$ cat src/design/vmm_pkg.sv
// Shared types, constants and helper functions for the von Mises mixture
// membership block. No dependencies; used by the controller, datapath and top.
package vmm_pkg;

	localparam int MAX_COMPONENTS_DEF = 8;
	localparam int ANGLE_BITS = 16;

	localparam int COUNT_W = 4;
	localparam int INDEX_W = 3;
	localparam int KAPPA_W = 16;
	localparam int LOC_W = 16;
	localparam int WEIGHT_W = 16;
	localparam int LOGN_W = 20;
	localparam int ANGLE_W = 16;
	localparam int ID_W = 3;
	localparam int RESP_W = 16;

	localparam int PADDR_W = 3;
	localparam int PDATA_W = 32;
	localparam logic REG_COMPONENT_COUNT = 1'b0;

	localparam logic [16:0] COS_C2 = 17'd80852;
	localparam logic [16:0] COS_C4 = 17'd16625;
	localparam logic [16:0] COS_C6 = 17'd1367;
	localparam logic [16:0] COS_C8 = 17'd60;
	localparam logic [16:0] LOG2E_Q16 = 17'd94548;
	localparam logic [29:0] LN2_Q30 = 30'd744261118;
	localparam logic [30:0] Q30_ONE = 31'h4000_0000;

	// Horner coefficient selectors, applied in this order.
	localparam logic [4:0] HC_C6 = 5'd0;
	localparam logic [4:0] HC_C4 = 5'd1;
	localparam logic [4:0] HC_C2 = 5'd2;

	typedef enum logic [4:0] {
		OP_NOP,
		OP_LOAD,
		OP_START,
		OP_FOLD,
		OP_MUL_ZZ,
		OP_SET_W,
		OP_MUL_WS,
		OP_HORNER,
		OP_SET_MAG,
		OP_MUL_KM,
		OP_SET_A,
		OP_MUL_DL,
		OP_SET_Y,
		OP_MUL_FL,
		OP_SET_V,
		OP_MUL_VT,
		OP_MUL_XM,
		OP_SET_T,
		OP_MUL_WE,
		OP_SET_NUM,
		OP_DIV_INIT,
		OP_DIV_STEP,
		OP_EMIT
	} dp_op_t;

	typedef struct packed {
		dp_op_t op;
		logic [4:0] arg;
	} dp_cmd_t;

	function automatic logic [16:0] horner_coef(input logic [4:0] sel);
		logic [16:0] c;
		case (sel)
			HC_C6: c = COS_C6;
			HC_C4: c = COS_C4;
			default: c = COS_C2;
		endcase
		return c;
	endfunction

	// Exact floor(x/n) for x below 2^30 is (x * m) >> s.
	function automatic logic [31:0] recip_mult(input logic [2:0] n);
		logic [31:0] m;
		case (n)
			3'd3: m = 32'd2863311531;
			3'd5: m = 32'd1717986919;
			3'd6: m = 32'd1431655766;
			3'd7: m = 32'd1227133514;
			default: m = 32'd1;
		endcase
		return m;
	endfunction

	function automatic logic [5:0] recip_shift(input logic [2:0] n);
		logic [5:0] s;
		case (n) inside
			3'd2: s = 6'd1;
			3'd4: s = 6'd2;
			3'd3, 3'd5, 3'd6, 3'd7: s = 6'd33;
			default: s = 6'd0;
		endcase
		return s;
	endfunction

endpackage

$ cat src/design/vmm_ctrl.sv
// Sequencer for the von Mises mixture block: walks the components through the
// cosine, exponential and division passes and runs the result handshake. Uses vmm_pkg.
module vmm_ctrl #(
	parameter int MAX_COMPONENTS = vmm_pkg::MAX_COMPONENTS_DEF,
	parameter int IDX_W = (MAX_COMPONENTS > 1) ? $clog2(MAX_COMPONENTS) : 1
) (
	input  logic                        clk,
	input  logic                        arst_n,
	input  logic [vmm_pkg::COUNT_W-1:0] component_count,
	input  logic                        in_valid,
	input  logic                        operation,
	output logic                        in_ready,
	output logic                        out_valid,
	input  logic                        out_ready,
	output vmm_pkg::dp_cmd_t            cmd,
	output logic [IDX_W-1:0]            comp_sel
);
	import vmm_pkg::*;

	typedef enum logic [4:0] {
		S_IDLE, S_FOLD, S_MZZ, S_SETW, S_MWS, S_HORN, S_MAG, S_MKM, S_SETA,
		S_MDL, S_SETY, S_MFL, S_SETV, S_MVT, S_MXM, S_SETT, S_MWE, S_SETN,
		S_DIVI, S_DIVS, S_EMIT
	} state_t;

	state_t state_q;
	logic [IDX_W-1:0] j_q;
	logic [IDX_W-1:0] last_q;
	logic [4:0] cnt_q;
	logic out_valid_q;
	logic [COUNT_W:0] count_ext;
	logic [COUNT_W:0] count_eff;
	logic out_free;
	logic j_last;

	assign in_ready = (state_q == S_IDLE);
	assign out_valid = out_valid_q;
	assign comp_sel = j_q;
	assign out_free = !out_valid_q || out_ready;
	assign j_last = (j_q == last_q);

	always_comb begin
		count_ext = {1'b0, component_count};
		if (count_ext == '0) begin
			count_eff = (COUNT_W + 1)'(1);
		end else if (count_ext > (COUNT_W + 1)'(MAX_COMPONENTS)) begin
			count_eff = (COUNT_W + 1)'(MAX_COMPONENTS);
		end else begin
			count_eff = count_ext;
		end
	end

	always_comb begin
		cmd.op = OP_NOP;
		cmd.arg = cnt_q;
		unique case (state_q)
			S_IDLE: begin
				if (in_valid) begin
					cmd.op = operation ? OP_START : OP_LOAD;
				end
			end
			S_FOLD: cmd.op = OP_FOLD;
			S_MZZ: cmd.op = OP_MUL_ZZ;
			S_SETW: cmd.op = OP_SET_W;
			S_MWS: cmd.op = OP_MUL_WS;
			S_HORN: cmd.op = OP_HORNER;
			S_MAG: cmd.op = OP_SET_MAG;
			S_MKM: cmd.op = OP_MUL_KM;
			S_SETA: begin
				cmd.op = OP_SET_A;
				cmd.arg = {4'd0, j_q == '0};
			end
			S_MDL: cmd.op = OP_MUL_DL;
			S_SETY: cmd.op = OP_SET_Y;
			S_MFL: cmd.op = OP_MUL_FL;
			S_SETV: cmd.op = OP_SET_V;
			S_MVT: cmd.op = OP_MUL_VT;
			S_MXM: cmd.op = OP_MUL_XM;
			S_SETT: cmd.op = OP_SET_T;
			S_MWE: cmd.op = OP_MUL_WE;
			S_SETN: cmd.op = OP_SET_NUM;
			S_DIVI: cmd.op = OP_DIV_INIT;
			S_DIVS: cmd.op = OP_DIV_STEP;
			S_EMIT: begin
				if (out_free) begin
					cmd.op = OP_EMIT;
					cmd.arg = {4'd0, j_last};
				end
			end
			default: cmd.op = OP_NOP;
		endcase
	end

	always_ff @(posedge clk or negedge arst_n) begin
		if (!arst_n) begin
			state_q <= S_IDLE;
			j_q <= '0;
			last_q <= '0;
			cnt_q <= '0;
			out_valid_q <= 1'b0;
		end else begin
			// A new result may be registered while the old one is taken by out_ready.
			out_valid_q <= (state_q == S_EMIT && out_free) || (out_valid_q && !out_ready);
			unique case (state_q)
				S_IDLE: begin
					if (in_valid && operation) begin
						j_q <= '0;
						last_q <= IDX_W'(count_eff - (COUNT_W + 1)'(1));
						state_q <= S_FOLD;
					end
				end
				S_FOLD: state_q <= S_MZZ;
				S_MZZ: state_q <= S_SETW;
				S_SETW: begin
					cnt_q <= '0;
					state_q <= S_MWS;
				end
				S_MWS: state_q <= (cnt_q == 5'd3) ? S_MAG : S_HORN;
				S_HORN: begin
					cnt_q <= cnt_q + 5'd1;
					state_q <= S_MWS;
				end
				S_MAG: state_q <= S_MKM;
				S_MKM: state_q <= S_SETA;
				S_SETA: begin
					if (j_last) begin
						j_q <= '0;
						state_q <= S_MDL;
					end else begin
						j_q <= j_q + IDX_W'(1);
						state_q <= S_FOLD;
					end
				end
				S_MDL: state_q <= S_SETY;
				S_SETY: state_q <= S_MFL;
				S_MFL: state_q <= S_SETV;
				S_SETV: begin
					cnt_q <= 5'd7;
					state_q <= S_MVT;
				end
				S_MVT: state_q <= S_MXM;
				S_MXM: state_q <= S_SETT;
				S_SETT: begin
					if (cnt_q == 5'd1) begin
						state_q <= S_MWE;
					end else begin
						cnt_q <= cnt_q - 5'd1;
						state_q <= S_MVT;
					end
				end
				S_MWE: state_q <= S_SETN;
				S_SETN: begin
					if (j_last) begin
						j_q <= '0;
						state_q <= S_DIVI;
					end else begin
						j_q <= j_q + IDX_W'(1);
						state_q <= S_MDL;
					end
				end
				S_DIVI: begin
					cnt_q <= 5'd16;
					state_q <= S_DIVS;
				end
				S_DIVS: begin
					if (cnt_q == '0) begin
						state_q <= S_EMIT;
					end else begin
						cnt_q <= cnt_q - 5'd1;
					end
				end
				S_EMIT: begin
					if (out_free) begin
						if (j_last) begin
							state_q <= S_IDLE;
						end else begin
							j_q <= j_q + IDX_W'(1);
							state_q <= S_DIVI;
						end
					end
				end
				default: state_q <= S_IDLE;
			endcase
		end
	end

	// The component walk never runs past the last active component.
	a_j_bound: assert property (@(posedge clk) disable iff (!arst_n)
		(state_q != S_IDLE) |-> (j_q <= last_q))
		else $error("component index past last active component");

	// An accepted classify word starts the cosine pass at component zero.
	a_start: assert property (@(posedge clk) disable iff (!arst_n)
		(in_valid && in_ready && operation) |=> (state_q == S_FOLD && j_q == '0))
		else $error("classify word did not start at component zero");

	// A new result never overwrites one that is still waiting.
	a_no_overwrite: assert property (@(posedge clk) disable iff (!arst_n)
		(cmd.op == OP_EMIT) |-> out_free)
		else $error("result register overwritten");

	a_emit_valid: assert property (@(posedge clk) disable iff (!arst_n)
		(cmd.op == OP_EMIT) |=> out_valid_q)
		else $error("emitted result not presented");

endmodule

$ cat config.mk
export PLATFORM = sky130hd
export DESIGN_NAME = vmm_ctrl
export DESIGN_NICKNAME = d
export VERILOG_FILES = /design/src/design/vmm_pkg.sv /design/src/design/vmm_ctrl.sv
export SDC_FILE = /design/constraint.sdc
export NUM_CORES = 1
export LEC_CHECK = 0
export BUFFER_PORTS_ARGS = -buffer_cell sky130_fd_sc_hd__buf_4
export CAP_MARGIN = 20
export CORE_MARGIN = 8
export CORE_UTILIZATION = 58
export CTS_CLUSTER_SIZE = 20
export DETAILED_ROUTE_END_ITERATION = 16
export GPL_ROUTABILITY_DRIVEN = 1
export PLACE_DENSITY = 0.87
export SKIP_CTS_REPAIR_TIMING = 1
export SYNTH_ARGS = -nofsm -noshare
export SYNTH_HDL_FRONTEND = slang
export SYNTH_SLANG_ARGS = --single-unit
$ cat constraint.sdc
create_clock -name clk -period 2.17 [get_ports clk]
set_input_delay 0 -clock clk [delete_from_list [all_inputs] [get_ports clk]]
set_output_delay 0 -clock clk [all_outputs]
set_load 0.01 [all_outputs]
==> results.yml, run 1 <==
routing:
  ant_nets: 0
  via_per_inst: 6.505
  vias: 1841
  firstDrtPassIters: 6
  wirelength_mm: 4.946
  drc: 0
  first_iter_violations: 148
  avgRoutedWirePerCell_um: 17.48
clocking:
  cts_sinks: 17
  clk_latency_ns: 0.31
  cts_tree: "yes"
  cts_buffer_depth: 2
  cts_buffers: 3
  root_buffer: "clkbuf_4"
  clk_pin_slew_ns: 0.12
  htree_num_levels: 1
critical_path:
  rr_worst_depth: 6
  reg2reg_to: "cnt_q[2]"
  crit_end: "cmd[0]"
  reg2reg_from: "state_q[1]"
  endpoint_kind: "output port"
  crit_fanout: 12
  crit_type: "reg2out"
  start_kind: "flip-flop"
  cp-startpoint: "state_q[1]"
  cp.arrival_ns: 2.05
  rrSetupSlack_ns: 0.23
  required_ns: 2.17
timing:
  slew_violations: 0
  hold_viol: 0
  setup_tns_ns: 0
  skew_ns: 0.009783
  slew_headroom: 0.6007
  finalSetupViolCount: 0
  worst_pin_slew_ns: 0.5990
  finalCritPeriodShare: 0.9451
  rsz0062_at_grt: "false"
  clock.fmax_mhz: 487.6
  whs_ns: 0.03995
  min_period_ns: 2.051
synthesis:
  synth_top_flop_cell: "dfrtp_1"
  synth.cell_area_um2: 1784
  ys_warn_count: 0
  avgSynthCellArea_um2: 7.895
  synthMuxAreaShare: 0.01192
  synth_compound_area_frac: 0.2749
  synth_top_area_cell: "dfrtp_1"
  synth-simple-area-share: 0.3072
  syn_inst: 226
  synth_top_area_share: 0.2384
  seq_area_frac_synth: 0.2384
  synthDistinctLibCells: 59
  synth_edf_count: 0
  synthXorXnorAreaFrac: 0.03927
  synth_seq_cells: 17
  synth_common_cells: "nand2_1, dfrtp_1, nor2_1"
  syn_nets: 242
  synth-adder-area-share: 0.04909
  synthArstFlopShare: 1.000
  synth_top_family_by_area: "simple AND/OR/NAND/NOR gates"
  yosys-top-cells-area: "dfrtp_1, nand2_1, ha_1"
  yosysMostFrequentCell: "nand2_1"
global_route:
  grt_pass1_vias: 1733
  grt_max_degree: 24
  grt_pass1_wl_mm: 8.148
  antenna_found_initial: 0
  grt-ovfl-total: 0
  grtUsageTotal: 0.1943
power_and_ir_drop:
  p_comb_frac: 0.682
  p_clk_frac: 0.065
  leakage_nw: 0.9222
  power_mw: 2.922
  p_per_area_nw_per_um2: 1433
  pwr-share-seq: 0.254
  p_int_mw: 1.389
  peakVddDrop_mv: 0.8514
  p_sw_mw: 1.533
  p_sw_frac: 0.5247
floorplanning:
  coreArea_um2: 2978
  die_area_um2: 5107
  die_w_um: 71.47
  pin_count: 24
  initial_core_util: 0.5992
  num_rows: 20
  chipHeight_um: 71.47
finish:
  final_core_util: 0.6849
  seqCellArea_um2: 427.9
  diodes: 0
  stdcell_area_um2: 2039
  nets: 267
  nFillCells: 228
  multi_input_area_um2: 1217
  drive_gt1_frac: 0.2240
  syn_to_final_growth_pct: 14.31
min_path:
  hold_class: "in2reg"
run:
  max_cap_violations: 0
place:
  place_area_um2: 2001
  place.gp.congestion: 0.9842
  portBuffers: 23
  dp_hpwl_mm: 3.667
outcome:
  status: "complete, no violations"
[final cells by class]
| cell class | count | share of cell area |
|---|---|---|
| Clock buffer | 4 | 0.01288 |
| Inverter | 11 | 0.02025 |
| Multi-Input combinational cell | 182 | 0.5969 |
| Sequential cell | 17 | 0.2098 |
| Tap cell | 33 | 0.02025 |
| Timing Repair Buffer | 36 | 0.1399 |
[power groups by stage]
stage,logic [mW],registers [mW],clock network [mW]
3_5_place_dp,1.95,0.726,0
2_1_floorplan,1.54,0.527,0
5_1_grt,2.16,0.762,0.204
6_report,1.99,0.741,0.189
3_3_place_gp,1.91,0.724,0
4_1_cts,1.96,0.720,0.193
[flip-flops by register name, summed over array words and instances (netlist names)]
| name | cells |
|---|---|
| cnt_q | 5 |
| comp_sel | 3 |
| last_q | 3 |
| out_valid | 1 |
| state_q | 5 |
[how the worst min path moves through the flow]
stage / startpoint / endpoint / cells after the start
5_1_grt: component_count[3] / last_q[2] / 4
6_report: component_count[3] / last_q[2] / 4
2_1_floorplan: arst_n / cnt_q[0] / 0
3_5_place_dp: arst_n / state_q[1] / 1
3_3_place_gp: arst_n / state_q[0] / 1
4_1_cts: arst_n / cnt_q[2] / 1
[critical path: stages (launching register included)]
cell and delay [ns]:
dfrtp_1 0.58, nor2_2 0.38, o21ai_1 0.24, a221o_1 0.39, buf_4 0.14
[cells by family (layout without fill, tap and decap cells)]
group	after synthesis	after routing
compound gates	66	66
fa+ha+maj	7	7
simple gates	99	99
mux	2	2
buf+inv	27	51
xor+xnor	8	8
flops	17	17
[per-layer routing]
layer	track usage	part of all wire	up-vias
met1	0.2451	0.42	856
li1	-	-	866
met5	0	0	-
met3	0.03626	0.073	11
met4	0.07710	0.017	0
met2	0.3173	0.49	108
[per-stage QoR]
step	setup slack, ns	std cells
after global routing	0.03256	283
after global placement	0.2694	278
after CTS	0.04480	282
after detailed placement	0.2592	278
after floorplan	0.4589	226
final	0.1191	283
[cells in the final DEF (no fill, tap or decap), drive strengths merged, types with 4 or more instances in the layout]
| cell | n |
|---|---|
| xor2 | 6 |
| clkbuf | 4 |
| inv | 11 |
| o21ai | 13 |
| ha | 7 |
| o22ai | 6 |
| a221oi | 5 |
| a21oi | 11 |
| dfrtp | 17 |
| nor3 | 7 |
| nand3 | 8 |
| nand2b | 7 |
| buf | 35 |
| nor2b | 7 |
| a21o | 4 |
| nor2 | 20 |
| nand2 | 26 |
| and2 | 4 |
| a31oi | 4 |
(Power assumes the default switching activity.)
==> inputs of run 2 (changes only) <==
--- a/config.mk
+++ b/config.mk
@@ -5,7 +5,7 @@
 export SDC_FILE = /design/constraint.sdc
 export NUM_CORES = 1
 export LEC_CHECK = 0
-export BUFFER_PORTS_ARGS = -buffer_cell sky130_fd_sc_hd__buf_4
+export BUFFER_PORTS_ARGS = -buffer_cell sky130_fd_sc_hd__clkbuf_2
 export CAP_MARGIN = 20
 export CORE_MARGIN = 8
 export CORE_UTILIZATION = 58
==> run 2 against run 1 <==
Net effect: first-iteration DRC count is 18% higher; sequential cell count did not move; combinational power decreased by 5%; register-to-register slack got worse by 0.07 ns; cell count increased by 0.35%; clock power is 5% lower; fmax is 0.66% lower; final area fell by 2.9%; largest power group unchanged; critical path depth up 1; total power shrank 3.0%; clock skew fell by 0.0078 ns; highest routed layer unchanged.
==> results.yml, run 2 (synthesized netlist as in run 1, its figures left out) <==
outcome:
  status: "complete, no violations"
critical_path:
  crit_slowest_cell: "dfrtp_1"
  start_kind: "flip-flop"
  cp_common_cell: "and3_1"
  cp-startpoint: "state_q[1]"
  crit_family: "simple AND/OR/NAND/NOR gates"
  crit_fanout: 18
  cp_num_buf_inv: 1
  path_depth: 5
  cp.arrival_ns: 2.06
  crit_end: "cmd[6]"
  rrSetupSlack_ns: 0.16
  reg2reg_to: "cnt_q[2]"
  required_ns: 2.17
  crit_type: "reg2out"
  reg2reg_from: "state_q[1]"
  endpoint_kind: "output port"
  cp_cell_sequence: "nor2_1 > and3_1 > and3_1 > or2_1 > clkbuf_2"
  rr_worst_depth: 5
  cpPeakStageDelay_ns: 0.73
floorplanning:
  num_rows: 20
  pin_count: 24
  die_w_um: 71.47
  initial_core_util: 0.5992
  die_area_um2: 5107
  chipHeight_um: 71.47
  coreArea_um2: 2978
global_route:
  antenna_found_initial: 0
  grt_pass1_wl_mm: 8.024
  grt-ovfl-total: 0
  grt_pass1_vias: 1728
  grt_max_degree: 22
  grtUsageTotal: 0.1897
routing:
  wirelength_mm: 4.789
  avgRoutedWirePerCell_um: 16.86
  drc: 0
  firstDrtPassIters: 5
  vias: 1836
  first_iter_violations: 175
  ant_nets: 0
  via_per_inst: 6.465
finish:
  final_cell_mix: "nand2_1, clkbuf_2, nor2_1"
  syn_to_final_growth_pct: 10.94
  nets: 268
  layout_commonest_cell: "nand2_1"
  drive_gt1_frac: 0.2351
  final_core_util: 0.6647
  stdcell_area_um2: 1979
  diodes: 0
  final_cells: 284
  reg.largest.list: "cnt_q x5, state_q x5"
  nFillCells: 254
timing:
  slew_headroom: 0.6030
  worst_pin_slew_ns: 0.5956
  finalSetupViolCount: 0
  hold_viol: 0
  setup_tns_ns: 0
  clock.fmax_mhz: 484.4
  min_period_ns: 2.064
  skew_ns: 0.001975
  slew_violations: 0
  rsz0062_at_grt: "false"
  finalCritPeriodShare: 0.9514
place:
  place.gp.congestion: 0.9291
  dp_hpwl_mm: 3.591
  portBuffers: 23
  place_area_um2: 1938
  dp.cells: 279
min_path:
  hold_depth: 4
  hold_class: "in2reg"
run:
  max_cap_violations: 0
clocking:
  cts_buffers: 3
  htree_num_levels: 1
  clk_latency_ns: 0.30
  clk_pin_slew_ns: 0.10
  cts_sinks: 17
  cts_tree: "yes"
  cts_buffer_depth: 2
  root_buffer: "clkbuf_4"
power_and_ir_drop:
  peakVddDrop_mv: 0.7357
  leakage_nw: 0.9045
  pwr-share-seq: 0.272
  p_sw_mw: 1.508
  p_comb_frac: 0.665
  power_mw: 2.835
  p_sw_frac: 0.5320
  p_per_area_nw_per_um2: 1432
  p_int_mw: 1.327
  p_clk_frac: 0.063
run 2: area by class of cell:
cell class,instances,area [um2],share of cell area
multi-input cells,182,1217,0.6150
clock buffers,4,26.28,0.01327
repair buffers,37,222.7,0.1125
well taps,33,41.29,0.02086
flip-flops and latches,17,430.4,0.2174
inverters,11,41.29,0.02086
run 2: worst min-delay path by stage:
stage                             to  slack [ns]                from
after floorplan             cnt_q[0]       -0.30              arst_n
after global placement    state_q[2]       -0.04              arst_n
after detailed placement  state_q[1]       -0.04              arst_n
after CTS                   cnt_q[2]       -0.35              arst_n
after global routing       last_q[1]        0.07  component_count[1]
final                      last_q[1]        0.05  component_count[1]
run 2: metrics by stage:
| step | setup slack, ns | hold WS, ns |
|---|---|---|
| CTS | 0.01714 | -0.3516 |
| finish | 0.1056 | 0.05299 |
| global placement | 0.2464 | -0.03733 |
| floorplan | 0.4589 | -0.2956 |
| detailed placement | 0.2263 | -0.03552 |
| global route | 0.01369 | 0.07433 |
run 2: worst min-delay path, cell delays in order:
cell and delay, ns:
clkbuf_2 0.09, nand2b_1 0.06, ha_1 0.12, a21oi_1 0.05
run 2: power by group through the flow:
stage | clock [mW] | sequential (mW) | combinational (mW)
floorplan | 0 | 0.527 | 1.54
global placement | 0 | 0.758 | 1.81
detailed placement | 0 | 0.756 | 1.84
CTS | 0.175 | 0.750 | 1.86
global route | 0.189 | 0.797 | 2.06
finish | 0.179 | 0.770 | 1.89
run 2: per-layer routing:
metal  vias to the layer above  share of wire  GRT usage
met3                        15          0.082    0.02510
met2                        98           0.46     0.3041
met5                         -              0          0
met1                       848           0.43     0.2486
met4                         0          0.025    0.07937
li1                        875              -          -
==> inputs of run 3 (changes only) <==
--- a/config.mk
+++ b/config.mk
@@ -12,6 +12,7 @@
 export CTS_CLUSTER_SIZE = 20
 export DETAILED_ROUTE_END_ITERATION = 16
 export GPL_ROUTABILITY_DRIVEN = 1
+export MAX_ROUTING_LAYER = met4
 export PLACE_DENSITY = 0.87
 export SKIP_CTS_REPAIR_TIMING = 1
 export SYNTH_ARGS = -nofsm -noshare
==> run 3 against run 2 <==
Net effect: cell count unchanged; clock power about the same; worst hold slack about the same; sequential power decreased by 2%; first-iteration DRC count decreased by 29%; clock skew increased by 0.0041 ns; die area unchanged; largest cell class unchanged; highest routed layer unchanged.
==> results.yml, run 3 (synthesized netlist as in run 1, its figures left out) <==
outcome:
  status: "complete, no violations"
min_path:
  hold_class: "in2reg"
  hold_depth: 4
  hold_path_startpoint: "component_count[1]"
  hold_end: "last_q[1]"
place:
  place_ws_ns: 0.2425
  place.gp.congestion: 0.9318
  portBuffers: 23
  dp_hpwl_mm: 3.568
  dp.cells: 279
clocking:
  cts_buffers: 3
  clk_latency_ns: 0.29
  htree_num_levels: 1
  root_buffer: "clkbuf_4"
  cts_sinks: 17
  cts_buffer_depth: 2
  clk_pin_slew_ns: 0.11
  cts_tree: "yes"
floorplanning:
  num_rows: 20
  pin_count: 24
  coreArea_um2: 2978
  die_area_um2: 5107
  die_w_um: 71.47
  chipHeight_um: 71.47
  initial_core_util: 0.5992
finish:
  reg.largest.list: "cnt_q x5, state_q x5"
  diodes: 0
  final_core_util: 0.6639
  nets: 268
  final_cell_mix: "nand2_1, clkbuf_2, nor2_1"
  nFillCells: 238
  final_cells: 284
  layout_commonest_cell: "nand2_1"
  syn_to_final_growth_pct: 10.80
  drive_gt1_frac: 0.2271
critical_path:
  crit_fanout: 18
  cp_cell_sequence: "nor3b_2 > o21ai_1 > a221o_1 > clkbuf_2"
  crit_slowest_cell: "dfrtp_1"
  cp.arrival_ns: 2.07
  reg2reg_from: "state_q[1]"
  endpoint_kind: "output port"
  required_ns: 2.17
  start_kind: "flip-flop"
  crit_type: "reg2out"
  rrSetupSlack_ns: 0.22
  reg2reg_to: "cnt_q[2]"
  rr_worst_depth: 5
  cpPeakStageDelay_ns: 0.73
timing:
  slew_violations: 0
  hold_viol: 0
  clock.fmax_mhz: 482.7
  timing.final.ws_setup_ns: 0.09849
  finalSetupViolCount: 0
  min_period_ns: 2.072
  worst_pin_slew_ns: 0.5828
  skew_ns: 0.006049
  finalCritPeriodShare: 0.9546
  setup_tns_ns: 0
  rsz0062_at_grt: "false"
  slew_headroom: 0.6115
routing:
  first_iter_violations: 124
  avgRoutedWirePerCell_um: 16.46
  wirelength_mm: 4.675
  ant_nets: 0
  vias: 1804
  firstDrtPassIters: 4
  drc: 0
  via_per_inst: 6.352
global_route:
  grt_pass1_wl_mm: 8.245
  grt_pass1_vias: 1801
  grt_max_degree: 23
  antenna_found_initial: 0
  grtUsageTotal: 0.1992
  grt-ovfl-total: 0
power_and_ir_drop:
  p_clk_frac: 0.063
  p_comb_frac: 0.666
  p_int_mw: 1.304
  peakVddDrop_mv: 0.7798
  p_sw_frac: 0.5315
  pwr-share-seq: 0.271
  p_sw_mw: 1.480
  leakage_nw: 0.9071
  p_per_area_nw_per_um2: 1408
run:
  max_cap_violations: 0
[run 3: changes by cell type in the layout (fill, tap and decap cells not counted)]
cell,change
dfrtp_1,+2
dfrtp_2,-2
[run 3: cell type report]
class                   instances  area, um2  area share
flip-flops and latches         17      427.9      0.2165
multi-input cells             182       1217      0.6158
inverters                      11      41.29     0.02089
well taps                      33      41.29     0.02089
clock buffers                   4      26.28     0.01329
repair buffers                 37      222.7      0.1127
[run 3: worst max path at each step]
stage | end | cells past startpoint | slack [ns] | from
floorplan | last_q[0] | 6 | 0.46 | state_q[3]
global placement | cnt_q[2] | 5 | 0.28 | state_q[0]
detailed placement | cnt_q[2] | 5 | 0.24 | state_q[0]
CTS | cmd[0] | 6 | 0.06 | state_q[2]
global route | cmd[0] | 4 | 0.01 | state_q[3]
finish | cmd[0] | 4 | 0.1 | state_q[3]
[run 3: critical path, delay by kind of cell, from the launching register on]
family	cells	cell delay [ns]
AO/OA/AOI/OAI	2	0.59
buffers and inverters	1	0.13
flip-flops	1	0.73
AND/OR/NAND/NOR	1	0.33
[run 3: power by group through the flow]
stage | clock (mW) | sequential, mW | combinational (mW)
3_5_place_dp | 0 | 0.746 | 1.83
3_3_place_gp | 0 | 0.739 | 1.81
5_1_grt | 0.189 | 0.777 | 2.08
2_1_floorplan | 0 | 0.527 | 1.54
6_report | 0.176 | 0.753 | 1.86
4_1_cts | 0.176 | 0.740 | 1.84
[run 3: metrics by stage]
stage	power, mW	hold slack [ns]	area, um2
after detailed placement	2.573	-0.03306	1938
final	2.784	0.05319	1977
after floorplan	2.069	-0.2956	1784
after global routing	3.043	0.07310	1977
after CTS	2.755	-0.3564	1964
after global placement	2.549	-0.03512	1938
[run 3: routing by layer]
layer,track usage,wire length (um)
met3,0.02092,264
met1,0.2541,2051
met5,-,0
met2,0.3214,2257
met4,0.06576,102
